**config.mk**
```make
export PLATFORM = sky130hd
export DESIGN_NAME = moesi_snoop_line_controller
export DESIGN_NICKNAME = d
export VERILOG_FILES = /design/src/hw/rtl/msl_pkg.sv /design/src/hw/rtl/moesi_snoop_line_controller.sv /design/src/hw/rtl/msl_decide.sv
export SDC_FILE = /design/constraint.sdc
export NUM_CORES = 1
export LEC_CHECK = 0
export BUFFER_PORTS_ARGS = -buffer_cell sky130_fd_sc_hd__buf_2
export CAP_MARGIN = 0
export CORE_MARGIN = 8
export CORE_UTILIZATION = 49
export CTS_BUF_LIST = sky130_fd_sc_hd__clkbuf_16
export DETAILED_ROUTE_END_ITERATION = 6
export PLACE_DENSITY = 0.77
export SLEW_MARGIN = 20
export SYNTH_ARGS = -nofsm -noshare
export SYNTH_HDL_FRONTEND = slang
export SYNTH_SLANG_ARGS = --single-unit
```
**constraint.sdc**
```tcl
create_clock -name clk -period 2.45 [get_ports clk]
set_clock_uncertainty 0.15 [all_clocks]
set_input_delay 0.49 -clock clk [delete_from_list [all_inputs] [get_ports clk]]
set_output_delay 0.49 -clock clk [all_outputs]
set_load 0.005 [all_outputs]
```
**src/hw/rtl/msl_pkg.sv**
```systemverilog
`default_nettype none
// ---------------------------------------------------------------------------
// msl_pkg: types and constants of the MOESI snoop line controller
//
// Word layouts on both channels, opcode and bus request codes, the one-hot
// line state and its mapping onto the 4-bit state code reported per word.
// ---------------------------------------------------------------------------
package msl_pkg;

	localparam int ADDR_BITS = 32;
	localparam int NODE_BITS = 4;

	// Input opcodes; the remaining codes are illegal
	localparam logic [2:0] OP_LOAD  = 3'd0;
	localparam logic [2:0] OP_STORE = 3'd1;
	localparam logic [2:0] OP_GETS  = 3'd2;
	localparam logic [2:0] OP_GETM  = 3'd3;
	localparam logic [2:0] OP_DATA  = 3'd4;

	// Bus request codes
	localparam logic [1:0] REQ_NONE = 2'd0;
	localparam logic [1:0] REQ_GETS = 2'd1;
	localparam logic [1:0] REQ_GETM = 2'd2;

	// Reported state codes
	localparam logic [3:0] CODE_I  = 4'd0;
	localparam logic [3:0] CODE_S  = 4'd1;
	localparam logic [3:0] CODE_E  = 4'd2;
	localparam logic [3:0] CODE_O  = 4'd3;
	localparam logic [3:0] CODE_M  = 4'd4;
	localparam logic [3:0] CODE_IS = 4'd5;
	localparam logic [3:0] CODE_IM = 4'd6;
	localparam logic [3:0] CODE_MS = 4'd7;
	localparam logic [3:0] CODE_OM = 4'd8;

	// Line state, one-hot
	typedef enum logic [8:0] {
		ST_I  = 9'b000000001,
		ST_S  = 9'b000000010,
		ST_E  = 9'b000000100,
		ST_O  = 9'b000001000,
		ST_M  = 9'b000010000,
		ST_IS = 9'b000100000,
		ST_IM = 9'b001000000,
		ST_MS = 9'b010000000,
		ST_OM = 9'b100000000
	} msl_state_t;

	typedef struct packed {
		logic [2:0]           op;
		logic [ADDR_BITS-1:0] line_address;
		logic [NODE_BITS-1:0] source_node;
		logic                 shared_seen;
	} msl_item_t;

	typedef struct packed {
		logic [1:0]           bus_request;
		logic [ADDR_BITS-1:0] bus_address;
		logic                 data_to_processor;
		logic                 data_on_bus;
		logic [NODE_BITS-1:0] data_destination;
		logic                 assert_shared;
		logic                 miss_pulse;
		logic                 upgrade_pulse;
		logic                 protocol_error;
		logic [3:0]           next_state;
	} msl_result_t;

	// Map the one-hot state onto the reported code
	function automatic logic [3:0] msl_state_code(input msl_state_t st);
		logic [3:0] code;
		unique case (st)
			ST_S:    code = CODE_S;
			ST_E:    code = CODE_E;
			ST_O:    code = CODE_O;
			ST_M:    code = CODE_M;
			ST_IS:   code = CODE_IS;
			ST_IM:   code = CODE_IM;
			ST_MS:   code = CODE_MS;
			ST_OM:   code = CODE_OM;
			default: code = CODE_I;
		endcase
		return code;
	endfunction

endpackage
`default_nettype wire

```
**src/hw/rtl/moesi_snoop_line_controller.sv**
```systemverilog
`default_nettype none
// ---------------------------------------------------------------------------
// moesi_snoop_line_controller: MOESI snooping controller for one cache line
//
// Input register, transition logic and result register around the line
// state; one word in, one result word out.
// ---------------------------------------------------------------------------
// Throughput is one word per clock while the result side is not stalled:
// each accepted word gives exactly one result word, registered first in the
// input register, then in the result register, and the line state register
// updates as the result is registered, so a word may follow in every cycle.
// Stalls on the result side back up through the input register. Write
// my_node_id only while no word is in flight; cfg_ready is always high.
module moesi_snoop_line_controller (
	input  logic                         clk,
	input  logic                         arst_n,
	input  logic                         item_valid,
	output logic                         item_ready,
	input  msl_pkg::msl_item_t           item,
	output logic                         result_valid,
	input  logic                         result_ready,
	output msl_pkg::msl_result_t         result,
	input  logic                         cfg_valid,
	output logic                         cfg_ready,
	input  logic [msl_pkg::NODE_BITS-1:0] cfg_data
);
	import msl_pkg::*;

	msl_item_t                item_s1;
	logic                     item_valid_s1;
	msl_result_t              result_s2;
	logic                     result_valid_s2;
	msl_state_t               state_q;
	logic [NODE_BITS-1:0]     node_id_q;
	msl_result_t              result_nxt;
	msl_state_t               state_nxt;
	logic                     advance;

	// Move a word forward when the result slot is free or being drained
	assign advance    = item_valid_s1 && (!result_valid_s2 || result_ready);
	assign item_ready = !item_valid_s1 || advance;
	assign cfg_ready  = 1'b1;

	// Control registers
	always_ff @(posedge clk or negedge arst_n) begin
		if (!arst_n) begin
			item_valid_s1   <= 1'b0;
			result_valid_s2 <= 1'b0;
			state_q         <= ST_I;
			node_id_q       <= '0;
		end else begin
			if (item_ready) begin
				item_valid_s1 <= item_valid;
			end
			if (advance) begin
				result_valid_s2 <= 1'b1;
				state_q         <= state_nxt;
			end else if (result_ready) begin
				result_valid_s2 <= 1'b0;
			end
			if (cfg_valid && cfg_ready) begin
				node_id_q <= cfg_data;
			end
		end
	end

	// Payload registers
	always_ff @(posedge clk) begin
		if (item_valid && item_ready) begin
			item_s1 <= item;
		end
		if (advance) begin
			result_s2 <= result_nxt;
		end
	end

	msl_decide u_decide (
		.item       (item_s1),
		.state      (state_q),
		.my_node_id (node_id_q),
		.result     (result_nxt),
		.state_nxt  (state_nxt)
	);

	assign result_valid = result_valid_s2;
	assign result       = result_s2;

	// Held result always reports the state the line is in now
	a_state_matches: assert property (@(posedge clk) disable iff (!arst_n)
		result_valid |-> result.next_state == msl_state_code(state_q))
		else $error("result next_state disagrees with line state");

	// Destination is only driven with bus data
	a_dest_idle: assert property (@(posedge clk) disable iff (!arst_n)
		result_valid && !result.data_on_bus |-> result.data_destination == '0)
		else $error("data_destination set without data_on_bus");

	// A silent upgrade always lands in M
	a_upgrade_to_m: assert property (@(posedge clk) disable iff (!arst_n)
		result_valid && result.upgrade_pulse |-> result.next_state == CODE_M)
		else $error("upgrade without move to M");

	// An error never issues a bus request
	a_error_quiet: assert property (@(posedge clk) disable iff (!arst_n)
		result_valid && result.protocol_error |-> result.bus_request == REQ_NONE)
		else $error("bus request issued alongside protocol error");

endmodule
`default_nettype wire

```
**src/hw/rtl/msl_decide.sv**
```systemverilog
`default_nettype none
// ---------------------------------------------------------------------------
// msl_decide: transition and response logic
//
// Purely combinational. Takes one word and the current line state and
// forms the result word and the state that follows.
// ---------------------------------------------------------------------------
module msl_decide (
	input  msl_pkg::msl_item_t                  item,
	input  msl_pkg::msl_state_t                 state,
	input  logic [msl_pkg::NODE_BITS-1:0]       my_node_id,
	output msl_pkg::msl_result_t                result,
	output msl_pkg::msl_state_t                 state_nxt
);
	import msl_pkg::*;

	logic       is_proc;
	logic       is_store;
	logic       is_gets;
	logic       is_getm;
	logic       is_data;
	logic [1:0] req;
	logic       to_proc;
	logic       on_bus;
	logic       assert_sh;
	logic       miss;
	logic       upg;
	logic       err;

	// Decode the opcode
	assign is_proc  = (item.op == OP_LOAD) || (item.op == OP_STORE);
	assign is_store = (item.op == OP_STORE);
	assign is_gets  = (item.op == OP_GETS);
	assign is_getm  = (item.op == OP_GETM);
	assign is_data  = (item.op == OP_DATA);

	// Walk the protocol table
	always_comb begin
		req       = REQ_NONE;
		to_proc   = 1'b0;
		on_bus    = 1'b0;
		assert_sh = 1'b0;
		miss      = 1'b0;
		upg       = 1'b0;
		err       = 1'b0;
		state_nxt = state;
		if (is_proc) begin
			// Processor requests in transient states are dropped
			unique case (state)
				ST_I: begin
					req       = is_store ? REQ_GETM : REQ_GETS;
					state_nxt = is_store ? ST_IM : ST_IS;
					miss      = 1'b1;
				end
				ST_S, ST_O: begin
					if (is_store) begin
						req       = REQ_GETM;
						state_nxt = (state == ST_S) ? ST_MS : ST_OM;
						miss      = 1'b1;
					end else begin
						to_proc = 1'b1;
					end
				end
				ST_E: begin
					to_proc = 1'b1;
					if (is_store) begin
						state_nxt = ST_M;
						upg       = 1'b1;
					end
				end
				ST_M: begin
					to_proc = 1'b1;
				end
				default: begin
				end
			endcase
		end else if (is_gets || is_getm || is_data) begin
			unique case (state)
				ST_S: begin
					if (is_gets) begin
						assert_sh = 1'b1;
					end else if (is_getm) begin
						state_nxt = ST_I;
					end else begin
						err = 1'b1;
					end
				end
				ST_O: begin
					if (is_gets) begin
						assert_sh = 1'b1;
						on_bus    = 1'b1;
					end else if (is_getm) begin
						on_bus    = 1'b1;
						state_nxt = ST_I;
					end else begin
						err = 1'b1;
					end
				end
				ST_E, ST_M: begin
					if (is_gets) begin
						assert_sh = 1'b1;
						on_bus    = 1'b1;
						state_nxt = (state == ST_M) ? ST_O : ST_S;
					end else if (is_getm) begin
						assert_sh = 1'b1;
						on_bus    = 1'b1;
						state_nxt = ST_I;
					end else begin
						err = 1'b1;
					end
				end
				ST_IS: begin
					if (is_data) begin
						to_proc   = 1'b1;
						state_nxt = item.shared_seen ? ST_S : ST_E;
					end
				end
				ST_IM: begin
					if (is_data) begin
						to_proc   = 1'b1;
						state_nxt = ST_M;
					end
				end
				ST_MS: begin
					if (is_gets) begin
						assert_sh = 1'b1;
					end else if (is_getm) begin
						// Our own GETM seen on the bus keeps the upgrade alive
						if (item.source_node != my_node_id) begin
							state_nxt = ST_IM;
						end
					end else begin
						to_proc   = 1'b1;
						state_nxt = ST_M;
					end
				end
				ST_OM: begin
					if (is_gets) begin
						assert_sh = 1'b1;
						on_bus    = 1'b1;
					end else if (is_getm) begin
						on_bus    = 1'b1;
						state_nxt = ST_IM;
					end else begin
						to_proc   = 1'b1;
						state_nxt = ST_M;
					end
				end
				default: begin
					// Invalid line ignores all snoops
					state_nxt = ST_I;
				end
			endcase
		end else begin
			err = 1'b1;
		end
	end

	// Pack the result word
	always_comb begin
		result.bus_request       = req;
		result.bus_address       = ((req != REQ_NONE) || on_bus || to_proc) ?
			item.line_address : '0;
		result.data_to_processor = to_proc;
		result.data_on_bus       = on_bus;
		result.data_destination  = on_bus ? item.source_node : '0;
		result.assert_shared     = assert_sh;
		result.miss_pulse        = miss;
		result.upgrade_pulse     = upg;
		result.protocol_error    = err;
		result.next_state        = msl_state_code(state_nxt);
	end

endmodule
`default_nettype wire

```
# == Word-level counts from Yosys, hierarchy flattened ==
# Cells that the tools add are included.
# totals
wordCells,110
ff_bits,103
out_inout_bits,51
inputBits,49
# op_classes
n_bitwise,1
mux,46
eq_ne,22
n_reduce_logical,23
# op_table
op,count
2-to-1 mux 9 bit,14
case mux 9 bit (6 select lines),1
case mux 4 bit (8 select lines),1
case mux 9 bit (3 select lines),1
equality test 9 x 2 -> 1 bit (second input constant),2
equality test 9 x 3 -> 1 bit (second input constant),2
equality test 9 x 4 -> 1 bit (second input constant),2
equality test 9 x 5 -> 1 bit (second input constant),2
equality test 9 x 6 -> 1 bit (second input constant),2
equality test 9 x 7 -> 1 bit (second input constant),2
equality test 9 x 8 -> 1 bit (second input constant),2
equality test 9 bit (second input constant),2
2-to-1 mux 1 bit,17
2-to-1 mux 7 bit,2
OR reduction 4 bit,3
OR reduction 2 bit,5
equality test 9 x 1 -> 1 bit (second input constant),1
case mux 1 bit (2 select lines),4
logical OR 1 bit,7
equality test 3 x 2 -> 1 bit (second input constant),2
2-to-1 mux 2 bit,3
2-to-1 mux 4 bit,1
!= test 4 bit,1
case mux 2 bit (2 select lines),1
other kinds (9),12

# == Logic depth before layout (Yosys ltp) ==
# depth
depth_word,9
depth_mapped,10
depth_no_buf,8

# == Modules after synthesis ==
# Synthesis repeated with hierarchy kept, for this count alone.
# hier_totals
cells_unflattened,342
area_unflattened_um2,4546.9
# modules_own_cells
mod,cells_per_inst,area_per_inst_um2,instances
moesi_snoop_line_controller,125,3233.1,1
msl_decide,217,1313.8,1

# == Least setup slack after synthesis ==
# No wires, ideal clock.
# synth_path
path_type,register to register
from,reg state_q[1]
to,"reg result_s2, in the netlist result[0], data pin"
setup_ns,0.263
path_stages_with_launch,9
arrival_ns,2.129
path_slack_ns,-0.092
required_time_ns,2.037
cell_sequence,dfrtp_1 nor4_4 nand2_1 o311ai_4 nor3_1 o31a_1 and4_1 nand4_1 o32ai_1
# synth_rtl
item,line_no,source
from (decl),moesi_snoop_line_controller.sv:33,msl_state_t state_q;
from (signal assigned),moesi_snoop_line_controller.sv:57,state_q <= state_nxt;
to (signal assigned),moesi_snoop_line_controller.sv:73,result_s2 <= result_nxt;
to (decl),moesi_snoop_line_controller.sv:31,msl_result_t result_s2;

==> results.cfg <==
[pwr]
p_int_uw = 4180
switchingPower_uw = 2070
irDropWorstVdd_mv = 0.588
power_density_nw_per_um2 = 890
p_leak_uw = 0.00295
swShare_pct = 33.1
finalPower_uw = 6250
clockPowerShare_pct = 22.7
pwr-share-comb_pct = 40.9
seq_power_share_pct = 36.4

[placement]
port_buffers = 98
place.detailed.hpwl_um = 8730
post-place-ws_ns = -0.352
gp_congestion = 0.948

[layout]
utilization_pct = 75.9
antenna_cells = 0
layout-drive-gt1-share_pct = 55.6
syn2layout_area_growth_pct = 50.0
nets = 621
fillerInstances = 533

[global_routing]
antenna_found_initial = 0
grt_max_degree = 45
grt_pass1_vias = 3889
grt-ovfl-total = 0
grt_pass1_wl_um = 20000
grt_use_total_pct = 19.9

[routing]
ant_nets = 0
first_pass_iters = 5
drt-initial-drc-count = 329
via_per_inst = 5.46
drc = 0
vias = 3853
wl_per_cell_um = 18.7
routed_wl_um = 13200

[cts]
clkSlewWorstSetupHoldPaths_ns = 0.08
clock_sinks = 103
clk_path_buf_depth = 2
htreeDepth = 3
cts-root-buf = clkbuf_16
clock_latency_ns = 0.35
cts-buffers-inserted = 9
cts_tree = built

[critical_path]
worst-path-max-fanout = 5
setup.worst_path.end_class = flop
critPathLaunchType = flop
cp.required_ns = 2.50
worstSetupPathType = flop to flop
cp_data_arrival_time_ns = 2.79

[synthesis]
netlist_top_cells_count = edfxtp_1, nor2b_1, nand2_1, nor2_1, dfrtp_1
synth_top_area_share_pct = 56.5
synthFlopType = edfxtp_1
synth-seq-area-share_pct = 64.6
synth_top_family_by_area = simple AND/OR/NAND/NOR gates
synth_warnings = 0
syn_area_um2 = 4680
synth-adder-area-share_pct = 0
synthSimpleGateAreaFrac_pct = 18.5
ys_ff_latch = 103
synth_top_area_cell = edfxtp_1
synth_area_leaders = edfxtp_1, dfrtp_1, nor2b_1
synthMuxAreaShare_pct = 1.42
synth-xor-area-share_pct = 2.03
netlist_instances = 360
synth_compound_area_share_pct = 10.4
syn_nets = 409
yosysUniqueCellTypes = 65
postSynthAreaPerCell_um2 = 13.0
synth-async-reset-ratio_pct = 14.6
synth_edf_count = 88
synthMostInstantiatedCell = edfxtp_1

[timing]
tightestPinTransition_ns = 0.946
relSlewSlack_pct = 37.0
min_period_over_period_pct = 112
period_minus_slack_ns = 2.73
hold_slack_ns = 0.157
finalSetupViolCount = 38
rsz0062_at_grt = true
fin_ws_ns = -0.283
finalMaxSlewViolations = 0
timing.fmax_mhz = 366
finalHoldViolations = 0

[hold_path]
min_path_type = input pin to flop

[floorplanning]
coreArea_um2 = 9240
start_util_pct = 50.6
num_rows = 35
num_io_pins = 100
dieArea_um2 = 12900
fp.dieW_um = 114
die_height_um = 114

[outcome]
violations = negative setup slack
status = finished with violations

[flow_run]
drv_cap = 0
==> per-stage QoR <==
step / setup TNS [ns] / instance area (um2) / instances
after global routing: -6.89 / 7020 / 706
after floorplan: -0.0848 / 4710 / 360
after CTS: -2.13 / 6770 / 695
after detailed placement: -4.22 / 5930 / 653
after global placement: -3.11 / 5930 / 653
final: -5.12 / 7020 / 706
==> worst paths after layout <==
kind / end / depth (start not counted) / from / slack [ns]
max: result[1]$_DFFE_PP_ / 9 / state_q[5]$_DFFE_PN0P_ / -0.28
min: item_s1[19]$_DFFE_PP_ / 1 / item[19] / 0.16
max reg2reg: result[1]$_DFFE_PP_ / 9 / state_q[5]$_DFFE_PN0P_ / -0.28
min reg2reg: result_valid$_DFFE_PN0P_ / 1 / item_valid_s1$_DFFE_PN0N_ / 0.36
max in group asynchronous: state_q[0]$_DFFE_PN1P_ / 2 / arst_n / 1.41
min in group asynchronous: state_q[3]$_DFFE_PN0P_ / 2 / arst_n / 0.43
==> worst max-delay path, cell delays in order (launching register included) <==
cell and delay [ns]:
dfrtp_2 0.44, buf_4 0.17, nor4_4 0.34, nand2_2 0.13
o21ai_1 0.26, o211ai_1 0.16, a32o_2 0.26, a2111o_1 0.40
nand2b_4 0.16, a21oi_2 0.12
==> layer usage <==
metal	global-route usage (%)	vias to the layer above	part of all wire, %
li1	-	1760	-
met1	23.1	1879	40
met2	34.0	181	51
met3	5.44	33	6.6
met4	7.99	0	3.0
met5	0	-	0
==> sequential cells by signal, summed over array words and instances (netlist names) <==
register / cells
node_id_q: 4
item_s1: 40
item_valid_s1: 1
result: 48
result_valid: 1
state_q: 9
==> power by group through the flow <==
stage               sequential, uW  clock (uW)  combinational, uW
finish                        2270        1420               2560
global route                  2300        1510               2710
CTS                           2270        1440               2270
detailed placement            2300           0               1800
global placement              2290           0               1780
floorplan                     2270           0                984
==> logic make-up after synthesis <==
logic type             count (synthesis)
multiplexers                           6
AO/OA/AOI/OAI                         64
other                                  1
AND/OR/NAND/NOR                      148
buffers and inverters                 28
flip-flops                           103
XOR/XNOR                              10
==> placed cells by master, fill, tap and decap left out, types with 3 or more instances in the layout <==
| cell | n |
|---|---|
| nand3_1 | 3 |
| nor3_1 | 6 |
| mux2_2 | 5 |
| nor3b_1 | 4 |
| o21ai_0 | 3 |
| edfxtp_1 | 88 |
| and2_1 | 9 |
| a21oi_2 | 5 |
| xnor2_2 | 4 |
| nor3_2 | 3 |
| buf_2 | 98 |
| nor2b_1 | 26 |
| nand2b_1 | 7 |
| buf_4 | 99 |
| nand4_1 | 7 |
| inv_1 | 7 |
| clkbuf_16 | 9 |
| buf_6 | 14 |
| o21ai_1 | 5 |
| xor2_1 | 3 |
| nand2_1 | 27 |
| buf_12 | 5 |
| dfrtp_1 | 10 |
| a21oi_1 | 5 |
| nor2b_2 | 4 |
| nand2_2 | 3 |
| dfrtp_2 | 4 |
| a41oi_1 | 4 |
| nor2b_4 | 9 |
| nor2_1 | 16 |
| o21ai_2 | 5 |
==> cell type report <==
class	instances	area (um2)	share of cell area (%)
well taps	129	161	2.30
repair buffers	221	1590	22.6
inverters	8	30.0	0.428
flip-flops and latches	103	3020	43.1
multi-input cells	229	1920	27.3
clock buffers	9	225	3.21
clock inverters	7	72.6	1.03
==> what timing repair did <==
item / CTS / global route
buffers inserted: 23 / 13
endpoints found under the hold margin: 14 / 0
gates cloned: 3 / 0
pin swaps: 30 / 19
gates resized for setup: 54 / 45
hold buffers: 1 / 0
setup endpoints to repair: 38 / 40
(Power assumes the default switching activity.)
